==> config.mk <==
export PLATFORM = sky130hd
export DESIGN_NAME = pressure_varispeed_crossfader_unit
export DESIGN_NICKNAME = d
export VERILOG_FILES = /design/src/design/pvc_pkg.sv /design/src/design/pressure_varispeed_crossfader_unit.sv
export SDC_FILE = /design/constraint.sdc
export NUM_CORES = 2
export LEC_CHECK = 0
export ABC_AREA = 1
export BUFFER_PORTS_ARGS = -buffer_cell sky130_fd_sc_hd__clkbuf_2
export CORE_MARGIN = 5
export CORE_UTILIZATION = 63
export CTS_CLUSTER_DIAMETER = 100
export DETAILED_ROUTE_END_ITERATION = 6
export PLACE_DENSITY_LB_ADDON = 0.3
export SLEW_MARGIN = 15
export SYNTH_ARGS = -nofsm -noshare
export SYNTH_HDL_FRONTEND = slang
export SYNTH_SLANG_ARGS = --single-unit
==> constraint.sdc <==
create_clock -name aclk -period 10.9 [get_ports aclk]
set_input_delay 0 -clock aclk [delete_from_list [all_inputs] [get_ports aclk]]
set_output_delay 0 -clock aclk [all_outputs]
set_load 0.01 [all_outputs]
==> src/design/pvc_pkg.sv <==
// Package for the pressure varispeed crossfader: field widths, register
// codes, reset values and crossfade weight constants.
// No dependencies.
`timescale 1ns / 1ps
`default_nettype none

package pvc_pkg;

    // Word field widths
    localparam int PRESS_W  = 24;
    localparam int SAMPLE_W = 16;
    localparam int INDEX_W  = 24;
    localparam int FRAC_W   = 16;
    localparam int POS_W    = INDEX_W + FRAC_W;
    localparam int LEN_W    = INDEX_W + 1;
    localparam int AMP_W    = 17;
    localparam int DEAD_W   = 16;

    localparam int S_DATA_W = 120;  // 24 + 6*16
    localparam int M_DATA_W = 80;   // 16 + 16 + 24 + 17, padded to bytes

    // Shared divider: dividend d * 2^16 with d <= divisor, 17 quotient bits
    localparam int DIV_W  = 25;
    localparam int REM_W  = DIV_W + 1;
    localparam int QUO_W  = AMP_W;
    localparam int CNT_W  = 5;
    localparam logic [CNT_W-1:0] DIV_LAST = CNT_W'(QUO_W - 1);

    // Crossfade: weights over 2^17, products and sums
    localparam int A3_W   = 19;
    localparam int A6_W   = 20;
    localparam int WGT_W  = 19;     // signed carrier of an 18-bit weight
    localparam int ACC_W  = WGT_W + SAMPLE_W;
    localparam int QR_W   = ACC_W - 17;

    localparam logic [AMP_W-1:0] AMP_ONE   = 17'd65536;
    localparam logic [A3_W-1:0]  A3_THIRD  = 19'd65536;
    localparam logic [A3_W-1:0]  A3_TWO3   = 19'd131072;
    localparam logic [A6_W-1:0]  W_FULL    = 20'd131072;
    localparam logic [A6_W-1:0]  W_TWO     = 20'd262144;
    localparam logic [A6_W-1:0]  W_THREE   = 20'd393216;
    localparam logic signed [ACC_W-1:0] ROUND_HALF = 35'sd65536;
    localparam logic [DIV_W-1:0] STEP_BASE = 25'd65536;

    // Register reset values
    localparam logic signed [PRESS_W-1:0] FLOOR_RESET = -24'sd20000;
    localparam logic signed [PRESS_W-1:0] CEIL_RESET  = 24'sd800000;
    localparam logic [LEN_W-1:0]          LEN_RESET   = 25'd1048576;
    localparam logic [DEAD_W-1:0]         DEAD_RESET  = 16'd983;

    // Register map, word index = paddr[3:2]
    typedef enum logic [1:0] {
        REG_FLOOR = 2'd0,
        REG_CEIL  = 2'd1,
        REG_LEN   = 2'd2,
        REG_DEAD  = 2'd3
    } reg_idx_t;

    // Sequencer states
    typedef enum logic [7:0] {
        S_IDLE      = 8'b0000_0001,
        S_PREP      = 8'b0000_0010,
        S_DIV_AMP   = 8'b0000_0100,
        S_STEP_LOAD = 8'b0000_1000,
        S_DIV_STEP  = 8'b0001_0000,
        S_POS       = 8'b0010_0000,
        S_MAC       = 8'b0100_0000,
        S_WB        = 8'b1000_0000
    } state_t;

endpackage : pvc_pkg

`default_nettype wire

==> src/design/pressure_varispeed_crossfader_unit.sv <==
// Top level of the pressure varispeed crossfader: sequencer, shared
// restoring divider, shared multiplier, position register, APB registers.
// Depends on pvc_pkg.
`timescale 1ns / 1ps
`default_nettype none

//  channel   | dir | handshake               | payload
//  ----------+-----+-------------------------+----------------------------------
//  s_ words  | in  | s_tvalid / s_tready     | s_tdata: pressure, 6 track samples
//  m_ words  | out | m_tvalid / m_tready     | m_tdata: mix L/R, fetch index, level
//  APB       | in  | psel, penable, pready=1 | paddr[3:2] picks one of 4 registers
//
// One word runs from accept to the next accept through prep, a pass of the one
// restoring divider for the amplitude (skipped when the ceiling is not above
// the floor), a step load, a second pass for the position step, the position
// update, the one multiplier (four crossfade products and the last add),
// writeback and the idle accept.
// The result sits in an output register; the next word is taken while it waits.
// A stall on m_tready holds the sequencer in writeback only if the output
// register is still full. Reset (aresetn low, synchronous) clears the
// sequencer, the output valid, the play position and the registers.

module pressure_varispeed_crossfader_unit (
    input  wire logic                          aclk,
    input  wire logic                          aresetn,
    // pressure[23:0], original_left[39:24], original_right[55:40],
    // remix_left[71:56], remix_right[87:72], full_left[103:88], full_right[119:104]
    input  wire logic [pvc_pkg::S_DATA_W-1:0]  s_tdata,
    input  wire logic                          s_tvalid,
    output logic                               s_tready,
    // mix_left[15:0], mix_right[31:16], fetch_index[55:32], level[72:56], zero[79:73]
    output logic [pvc_pkg::M_DATA_W-1:0]       m_tdata,
    output logic                               m_tvalid,
    input  wire logic                          m_tready,
    input  wire logic                          psel,
    input  wire logic                          penable,
    input  wire logic                          pwrite,
    input  wire logic [3:0]                    paddr,
    input  wire logic [31:0]                   pwdata,
    output logic [31:0]                        prdata,
    output logic                               pready
);
    import pvc_pkg::*;

    // ---------------- registers ----------------
    state_t state_reg, state_next;

    logic signed [PRESS_W-1:0] floor_reg, ceil_reg;
    logic [LEN_W-1:0]          len_reg;
    logic [DEAD_W-1:0]         dead_reg;

    logic [POS_W-1:0]          pos_reg;

    // latched word
    logic signed [PRESS_W-1:0]  p_reg;
    logic signed [SAMPLE_W-1:0] ol_reg, or_reg, rl_reg, rr_reg, fl_reg, fr_reg;

    // shared divider
    logic [REM_W-1:0] rem_reg;
    logic [DIV_W-1:0] div_reg;
    logic [QUO_W-1:0] quo_reg;
    logic [CNT_W-1:0] cnt_reg;

    logic [AMP_W-1:0] amp_reg;

    // shared multiplier
    logic [2:0]              mac_reg;
    logic signed [ACC_W-1:0] prod_reg, acc_l_reg, acc_r_reg;

    // output register
    logic                 m_valid_reg, m_valid_next;
    logic [SAMPLE_W-1:0]  m_mixl_reg, m_mixr_reg;
    logic [INDEX_W-1:0]   m_idx_reg;
    logic [AMP_W-1:0]     m_lvl_reg;

    // ---------------- APB ----------------
    logic cfg_wr;
    assign pready = 1'b1;
    assign cfg_wr = psel & penable & pwrite & pready;

    always_ff @(posedge aclk) begin
        if (!aresetn) begin
            floor_reg <= FLOOR_RESET;
            ceil_reg  <= CEIL_RESET;
            len_reg   <= LEN_RESET;
            dead_reg  <= DEAD_RESET;
        end else if (cfg_wr) begin
            unique case (paddr[3:2])
                REG_FLOOR: floor_reg <= pwdata[PRESS_W-1:0];
                REG_CEIL:  ceil_reg  <= pwdata[PRESS_W-1:0];
                REG_LEN:   len_reg   <= pwdata[LEN_W-1:0];
                REG_DEAD:  dead_reg  <= pwdata[DEAD_W-1:0];
                default:   ;
            endcase
        end
    end

    always_comb begin
        unique case (paddr[3:2])
            REG_FLOOR: prdata = {{(32-PRESS_W){floor_reg[PRESS_W-1]}}, floor_reg};
            REG_CEIL:  prdata = {{(32-PRESS_W){ceil_reg[PRESS_W-1]}}, ceil_reg};
            REG_LEN:   prdata = {{(32-LEN_W){1'b0}}, len_reg};
            REG_DEAD:  prdata = {{(32-DEAD_W){1'b0}}, dead_reg};
            default:   prdata = '0;
        endcase
    end

    // ---------------- prep: clamp and offset ----------------
    logic                      degen;
    logic signed [PRESS_W-1:0] clamped;
    logic [DIV_W-1:0]          num_d, den_d;

    assign degen = (ceil_reg <= floor_reg);

    always_comb begin
        if (p_reg < floor_reg)
            clamped = floor_reg;
        else if (p_reg > ceil_reg)
            clamped = ceil_reg;
        else
            clamped = p_reg;
    end

    assign num_d = {clamped[PRESS_W-1], clamped} - {floor_reg[PRESS_W-1], floor_reg};
    assign den_d = {ceil_reg[PRESS_W-1], ceil_reg} - {floor_reg[PRESS_W-1], floor_reg};

    // ---------------- divider step ----------------
    logic [REM_W:0]   rem_diff;
    logic             rem_ge;
    logic [REM_W-1:0] rem_step;
    logic [QUO_W-1:0] quo_step;

    assign rem_diff = {1'b0, rem_reg} - {2'b00, div_reg};
    assign rem_ge   = ~rem_diff[REM_W];
    assign rem_step = (rem_ge ? rem_diff[REM_W-1:0] : rem_reg) << 1;
    assign quo_step = {quo_reg[QUO_W-2:0], rem_ge};

    // ---------------- crossfade weights ----------------
    logic [A3_W-1:0] a3;
    logic [A6_W-1:0] a6, w1, w2;
    logic            reg_lo, reg_mid;

    assign a3      = {2'b00, amp_reg} + {1'b0, amp_reg, 1'b0};
    assign a6      = {a3, 1'b0};
    assign reg_lo  = (a3 < A3_THIRD);
    assign reg_mid = (a3 < A3_TWO3);

    always_comb begin
        if (reg_lo) begin
            w1 = {1'b0, a3};
            w2 = '0;
        end else if (reg_mid) begin
            w1 = a6 - W_FULL;
            w2 = W_FULL - {1'b0, a3};
        end else begin
            w1 = W_THREE - a6;
            w2 = a6 - W_TWO;
        end
    end

    // first term: original in the low third, remix above; second: original below the top third, full on top
    logic signed [WGT_W-1:0]    mul_w;
    logic signed [SAMPLE_W-1:0] mul_x;
    logic signed [ACC_W-1:0]    mul_out;

    always_comb begin
        case (mac_reg[1:0])
            2'd0: begin
                mul_w = {1'b0, w1[WGT_W-2:0]};
                mul_x = reg_lo ? ol_reg : rl_reg;
            end
            2'd1: begin
                mul_w = {1'b0, w2[WGT_W-2:0]};
                mul_x = (reg_lo || reg_mid) ? ol_reg : fl_reg;
            end
            2'd2: begin
                mul_w = {1'b0, w1[WGT_W-2:0]};
                mul_x = reg_lo ? or_reg : rr_reg;
            end
            default: begin
                mul_w = {1'b0, w2[WGT_W-2:0]};
                mul_x = (reg_lo || reg_mid) ? or_reg : fr_reg;
            end
        endcase
    end

    assign mul_out = mul_w * mul_x;

    // ---------------- position update ----------------
    logic [POS_W-1:0] pos_sum;
    logic             pos_wrap;

    assign pos_sum  = pos_reg + {{(POS_W-QUO_W){1'b0}}, quo_reg};
    assign pos_wrap = ({1'b0, pos_sum[POS_W-1:FRAC_W]} >= len_reg);

    // ---------------- rounding, saturation, deadzone ----------------
    function automatic logic [SAMPLE_W-1:0] round_sat(input logic signed [ACC_W-1:0] acc);
        logic signed [ACC_W-1:0] biased;
        logic signed [QR_W-1:0]  q;
        biased = acc + ROUND_HALF;
        q      = biased[ACC_W-1:ACC_W-QR_W];
        if (q > QR_W'(32767))
            round_sat = 16'h7FFF;
        else if (q < -QR_W'(32768))
            round_sat = 16'h8000;
        else
            round_sat = q[SAMPLE_W-1:0];
    endfunction

    logic                mute;
    logic [SAMPLE_W-1:0] mix_l, mix_r;
    logic                wb_load;

    assign mute    = (amp_reg < {1'b0, dead_reg});
    assign mix_l   = mute ? '0 : round_sat(acc_l_reg);
    assign mix_r   = mute ? '0 : round_sat(acc_r_reg);
    assign wb_load = (state_reg == S_WB) && (!m_valid_reg || m_tready);

    // ---------------- sequencer ----------------
    always_comb begin
        state_next = state_reg;
        unique case (state_reg)
            S_IDLE:      if (s_tvalid) state_next = S_PREP;
            S_PREP:      state_next = degen ? S_STEP_LOAD : S_DIV_AMP;
            S_DIV_AMP:   if (cnt_reg == DIV_LAST) state_next = S_STEP_LOAD;
            S_STEP_LOAD: state_next = S_DIV_STEP;
            S_DIV_STEP:  if (cnt_reg == DIV_LAST) state_next = S_POS;
            S_POS:       state_next = S_MAC;
            S_MAC:       if (mac_reg == 3'd4) state_next = S_WB;
            S_WB:        if (wb_load) state_next = S_IDLE;
            default:     state_next = S_IDLE;
        endcase
    end

    assign s_tready = (state_reg == S_IDLE);

    always_ff @(posedge aclk) begin
        if (!aresetn) begin
            state_reg <= S_IDLE;
            pos_reg   <= '0;
        end else begin
            state_reg <= state_next;
            if (state_reg == S_POS)
                pos_reg <= pos_wrap ? '0 : pos_sum;
        end
    end

    // datapath, no reset
    always_ff @(posedge aclk) begin
        if (s_tvalid && s_tready) begin
            p_reg  <= s_tdata[23:0];
            ol_reg <= s_tdata[39:24];
            or_reg <= s_tdata[55:40];
            rl_reg <= s_tdata[71:56];
            rr_reg <= s_tdata[87:72];
            fl_reg <= s_tdata[103:88];
            fr_reg <= s_tdata[119:104];
        end

        case (state_reg)
            S_PREP: begin
                rem_reg <= {1'b0, num_d};
                div_reg <= den_d;
                cnt_reg <= '0;
                if (degen)
                    amp_reg <= (p_reg >= ceil_reg) ? AMP_ONE : '0;
            end
            S_DIV_AMP, S_DIV_STEP: begin
                rem_reg <= rem_step;
                quo_reg <= quo_step;
                cnt_reg <= cnt_reg + 1'b1;
                if (state_reg == S_DIV_AMP && cnt_reg == DIV_LAST)
                    amp_reg <= quo_step;
            end
            S_STEP_LOAD: begin
                // step = 2^32 / (65536 + 3A)
                rem_reg <= {1'b0, STEP_BASE};
                div_reg <= STEP_BASE + {{(DIV_W-A3_W){1'b0}}, a3};
                cnt_reg <= '0;
            end
            S_POS: begin
                mac_reg <= '0;
            end
            S_MAC: begin
                mac_reg  <= mac_reg + 1'b1;
                prod_reg <= mul_out;
                case (mac_reg)
                    3'd1:    acc_l_reg <= prod_reg;
                    3'd2:    acc_l_reg <= acc_l_reg + prod_reg;
                    3'd3:    acc_r_reg <= prod_reg;
                    3'd4:    acc_r_reg <= acc_r_reg + prod_reg;
                    default: ;
                endcase
            end
            default: ;
        endcase
    end

    // ---------------- output register ----------------
    always_comb begin
        m_valid_next = m_valid_reg;
        if (wb_load)
            m_valid_next = 1'b1;
        else if (m_tready)
            m_valid_next = 1'b0;
    end

    always_ff @(posedge aclk) begin
        if (!aresetn)
            m_valid_reg <= 1'b0;
        else
            m_valid_reg <= m_valid_next;
    end

    always_ff @(posedge aclk) begin
        if (wb_load) begin
            m_mixl_reg <= mix_l;
            m_mixr_reg <= mix_r;
            m_idx_reg  <= pos_reg[POS_W-1:FRAC_W];
            m_lvl_reg  <= amp_reg;
        end
    end

    assign m_tvalid = m_valid_reg;
    assign m_tdata  = {{(M_DATA_W-73){1'b0}}, m_lvl_reg, m_idx_reg, m_mixr_reg, m_mixl_reg};

`ifndef SYNTHESIS
    // accepted word always starts the prep step
    a_accept_prep: assert property (@(posedge aclk) disable iff (!aresetn)
        (s_tvalid && s_tready) |=> (state_reg == S_PREP))
        else $error("accepted word did not enter prep");

    // amplitude never exceeds one at writeback
    a_amp_range: assert property (@(posedge aclk) disable iff (!aresetn)
        (state_reg == S_WB) |-> (amp_reg <= AMP_ONE))
        else $error("amplitude out of range");

    // restoring divider keeps its partial remainder below twice the divisor
    a_div_rem: assert property (@(posedge aclk) disable iff (!aresetn)
        ((state_reg == S_DIV_AMP) || (state_reg == S_DIV_STEP)) |->
            (rem_reg < {div_reg, 1'b0}))
        else $error("divider remainder out of bound");

    // reported index lies inside the track or is the wrapped zero
    a_index_wrap: assert property (@(posedge aclk) disable iff (!aresetn)
        m_tvalid |-> (({1'b0, m_idx_reg} < len_reg) || (m_idx_reg == '0)))
        else $error("fetch index beyond track length");
`endif

endmodule : pressure_varispeed_crossfader_unit

`default_nettype wire
==> flow_summary_export.csv <==
group,metric,value,unit
critical_path,r2r_slack,1.0,ns
clocking,post-cts-setup-buffers,0,
placement,dp_cells,7012,
critical_path,critPathLaunch,"amp_reg[0]$_SDFFCE_PN0P_",
clocking,cts-root-buf,"clkbuf_16",
critical_path,startpoint_type,"flip-flop",
power_and_ir_drop,power.leakage,24.46,nW
detailed_routing,drt_iter0_drc,4950,
floorplanning,core_area,0.07271,mm^2
sta,worstMarginPinSlew,1.138,ns
grt,grt_pass1_wl,229700,um
power_and_ir_drop,finalPower,10.17,mW
placement,port_buffers,260,
grt,grt_busiest_layer,"met2",
finish,syn_to_final_growth,12.34,%
critical_path,crit_fanout,59,
clocking,cts_tree,"yes",
grt,grt_antenna_before_repair,5,
sta,skew,0.07720,ns
placement,dp_hpwl,110400,um
outcome,status,"complete, but fails checks",
floorplanning,die_height,280.3,um
yosys,ys_warn_count,0,
critical_path,path_class,"reg2reg",
critical_path,crit_arrival,10.31,ns
finish,design_area,0.05170,mm^2
floorplanning,die-width,280.3,um
finish,nets,7061,
critical_path,r2r_start,"amp_reg[0]$_SDFFCE_PN0P_",
grt,use_met1,0.5240,
placement,placed_cell_area,0.04800,mm^2
critical_path,required,11.31,ns
clocking,clk_latency,0.66,ns
clocking,cts_resized,0,
detailed_routing,drt-total-wl,148400,um
grt,use_met2,0.5636,
finish,layout-drive-gt1-share,0.07768,
finish,largest_reg_flops,40,
yosys,async_flop_share,0,
yosys,synth_ff_type,"edfxtp_1",
yosys,syn_area,0.04602,mm^2
critical_path,cp-end-kind,"flip-flop",
sta,fin_crit_sh,0.9085,
critical_path,r2r_end,"prod_reg[33]$_DFFE_PP_",
yosys,synth.avg_cell_area,7.772,um^2
sta,setup_tns,0,ns
sta,finalSetupViolCount,0,
yosys,synth-edff-count,391,
detailed_routing,via_per_inst,5.945,
clocking,clkTransAtPathRegs,0.07,ns
sta,relSlewSlack,0.2413,
flow_run,maxCapViolations,0,
sta,period_needed,9.902,ns
detailed_routing,via_count,43300,
detailed_routing,ant_nets,0,
floorplanning,rows,99,
grt,grtUsageMet3,0.09244,
critical_path,cpPeakStageDelay,0.84,ns
critical_path,critPathMostFrequentCell,"nand2_1",
critical_path,critical_path_buf_inv_count,7,
critical_path,cp_slowest_cell,"o21ai_1",
critical_path,critical_path_depth,37,
finish,final_common_cell,"nand2_1",
clocking,clockBufferDepth,3,
min_path,holdPathStages,2,
sta,rsz0062_at_grt,"false",
critical_path,cp_top_family,"adder cells",
clocking,cts_buffers,59,
floorplanning,io_pins,278,
floorplanning,die_area,0.07856,mm^2
sta,drv_slew,0,
detailed_routing,post_drt_wl_per_cell,20.38,um
clocking,h-tree-depth,2,
finish,fillCellCount,5775,
critical_path,crit_end,"prod_reg[33]$_DFFE_PP_",
grt,grt_overflow,0,
detailed_routing,route.detailed.drc,51,
clocking,cts_hold_buf,157,
yosys,ys_ff_latch,529,
detailed_routing,drt_pass1_iterations,7,
placement,gp_congestion,0.9881,
yosys,yosysUniqueCellTypes,58,
power_and_ir_drop,power.density,196.8,mW/mm^2
finish,mostFrequentLayoutCells,"nand2_1 (1271), inv_1 (920), nor2_1 (517)",
yosys,ys_seq_area_frac,0.3151,
grt,grt_max_degree,94,
grt,grt_pass1_vias,41470,
sta,hold_viol_final,0,
min_path,min_path_type,"in2reg",
critical_path,reg2regPathDepth,37,
grt,grt_usage,0.3693,
finish,final_util,0.7111,
outcome,violations,"design-rule violations",
yosys,syn_inst,5922,
power_and_ir_drop,peakVddDrop,0.0002922,V
finish,instances_no_fill,7283,
floorplanning,start_util,0.6330,
clocking,cts_sinks,529,
sta,timing.fmax,101.0,MHz
[report_power, final]
part | leakage (nW) | total [mW] | switching, mW | internal (mW)
Clock | 1.04 | 2.17 | 0.908 | 1.26
Combinational | 18.7 | 5.39 | 3.41 | 1.97
Sequential | 4.73 | 2.62 | 0.0934 | 2.52
Total | 24.5 | 10.2 | 4.41 | 5.76
[layout make-up]
cell class	count	area, um^2	area share
Antenna cell	3	7.507	0.0001452
Inverter	944	3543	0.06853
Clock inverter	30	397.9	0.007695
Sequential cell	529	14500	0.2805
Tap cell	959	1200	0.02321
Timing Repair Buffer	455	3158	0.06108
Multi-Input combinational cell	4282	27170	0.5255
Clock buffer	81	1724	0.03335
[how the worst min path moves through the flow]
| stage | start | endpoint |
|---|---|---|
| 2_1_floorplan | s_tdata[88] | fl_reg[0]$_DFFE_PP_ |
| 3_3_place_gp | s_tdata[105] | fr_reg[1]$_DFFE_PP_ |
| 3_5_place_dp | s_tdata[35] | ol_reg[11]$_DFFE_PP_ |
| 4_1_cts | psel | dead_reg[8]$_SDFFE_PN1P_ |
| 5_1_grt | s_tdata[3] | p_reg[3]$_DFFE_PP_ |
| 6_report | s_tdata[6] | p_reg[6]$_DFFE_PP_ |
[stage by stage]
| step | hold WS, ns | setup slack (ns) |
|---|---|---|
| 6_report | 0.05063 | 0.9976 |
| 5_1_grt | 0.04050 | 0.4064 |
| 4_1_cts | 0.002779 | 1.225 |
| 3_5_place_dp | 0.1786 | 1.240 |
| 3_3_place_gp | 0.1765 | 1.386 |
| 2_1_floorplan | 0.09887 | 3.289 |
[synth_stat cells (4+ instances only)]
cell type,n,area share
a21oi_1,487,0.053
a211oi_1,4,0.00065
nand3_2,4,0.00087
dfxtp_1,138,0.060
o21bai_1,24,0.0039
or2_2,18,0.0024
buf_6,10,0.0024
nor3_1,63,0.0069
o21ai_1,9,0.00098
nand3_1,342,0.037
o21a_1,14,0.0023
xnor2_1,64,0.012
o211ai_1,76,0.012
buf_2,39,0.0042
clkbuf_1,94,0.0077
nand2_1,1271,0.10
o21ai_0,365,0.040
inv_2,21,0.0017
nor2_2,11,0.0015
a31oi_1,28,0.0038
fa_1,229,0.10
a21boi_0,10,0.0016
o221ai_1,10,0.0019
nand2_4,4,0.00098
nand3b_1,16,0.0026
nor2_1,522,0.043
a22oi_1,5,0.00082
a221oi_1,9,0.0017
nor4_1,15,0.0020
o22ai_1,7,0.00095
ha_1,398,0.11
inv_1,920,0.075
nand4_1,100,0.014
a21o_1,18,0.0029
buf_4,27,0.0044
and3_1,4,0.00054
xor2_1,104,0.020
edfxtp_1,391,0.26
nand2_2,17,0.0023
[kinds of logic (layout without fill, tap and decap cells)]
group,after synthesis,in the layout,share of synthesized area
AND/OR/NAND/NOR,2396,2396,0.2189
XOR/XNOR,168,168,0.03197
flip-flops,529,529,0.3151
buffers and inverters,1117,1510,0.09600
adder cells (fa/ha/maj),627,627,0.2078
AO/OA/AOI/OAI,1083,1083,0.1300
other,2,11,0.0001632
[layer usage]
metal / routed length (um) / vias to the layer above
met1: 61070 / 20100
met5: 41 / -
met2: 63380 / 2497
met4: 5573 / 6
li1: - / 20280
met3: 18360 / 420
Note: power is estimated with default switching activity, not from simulation.
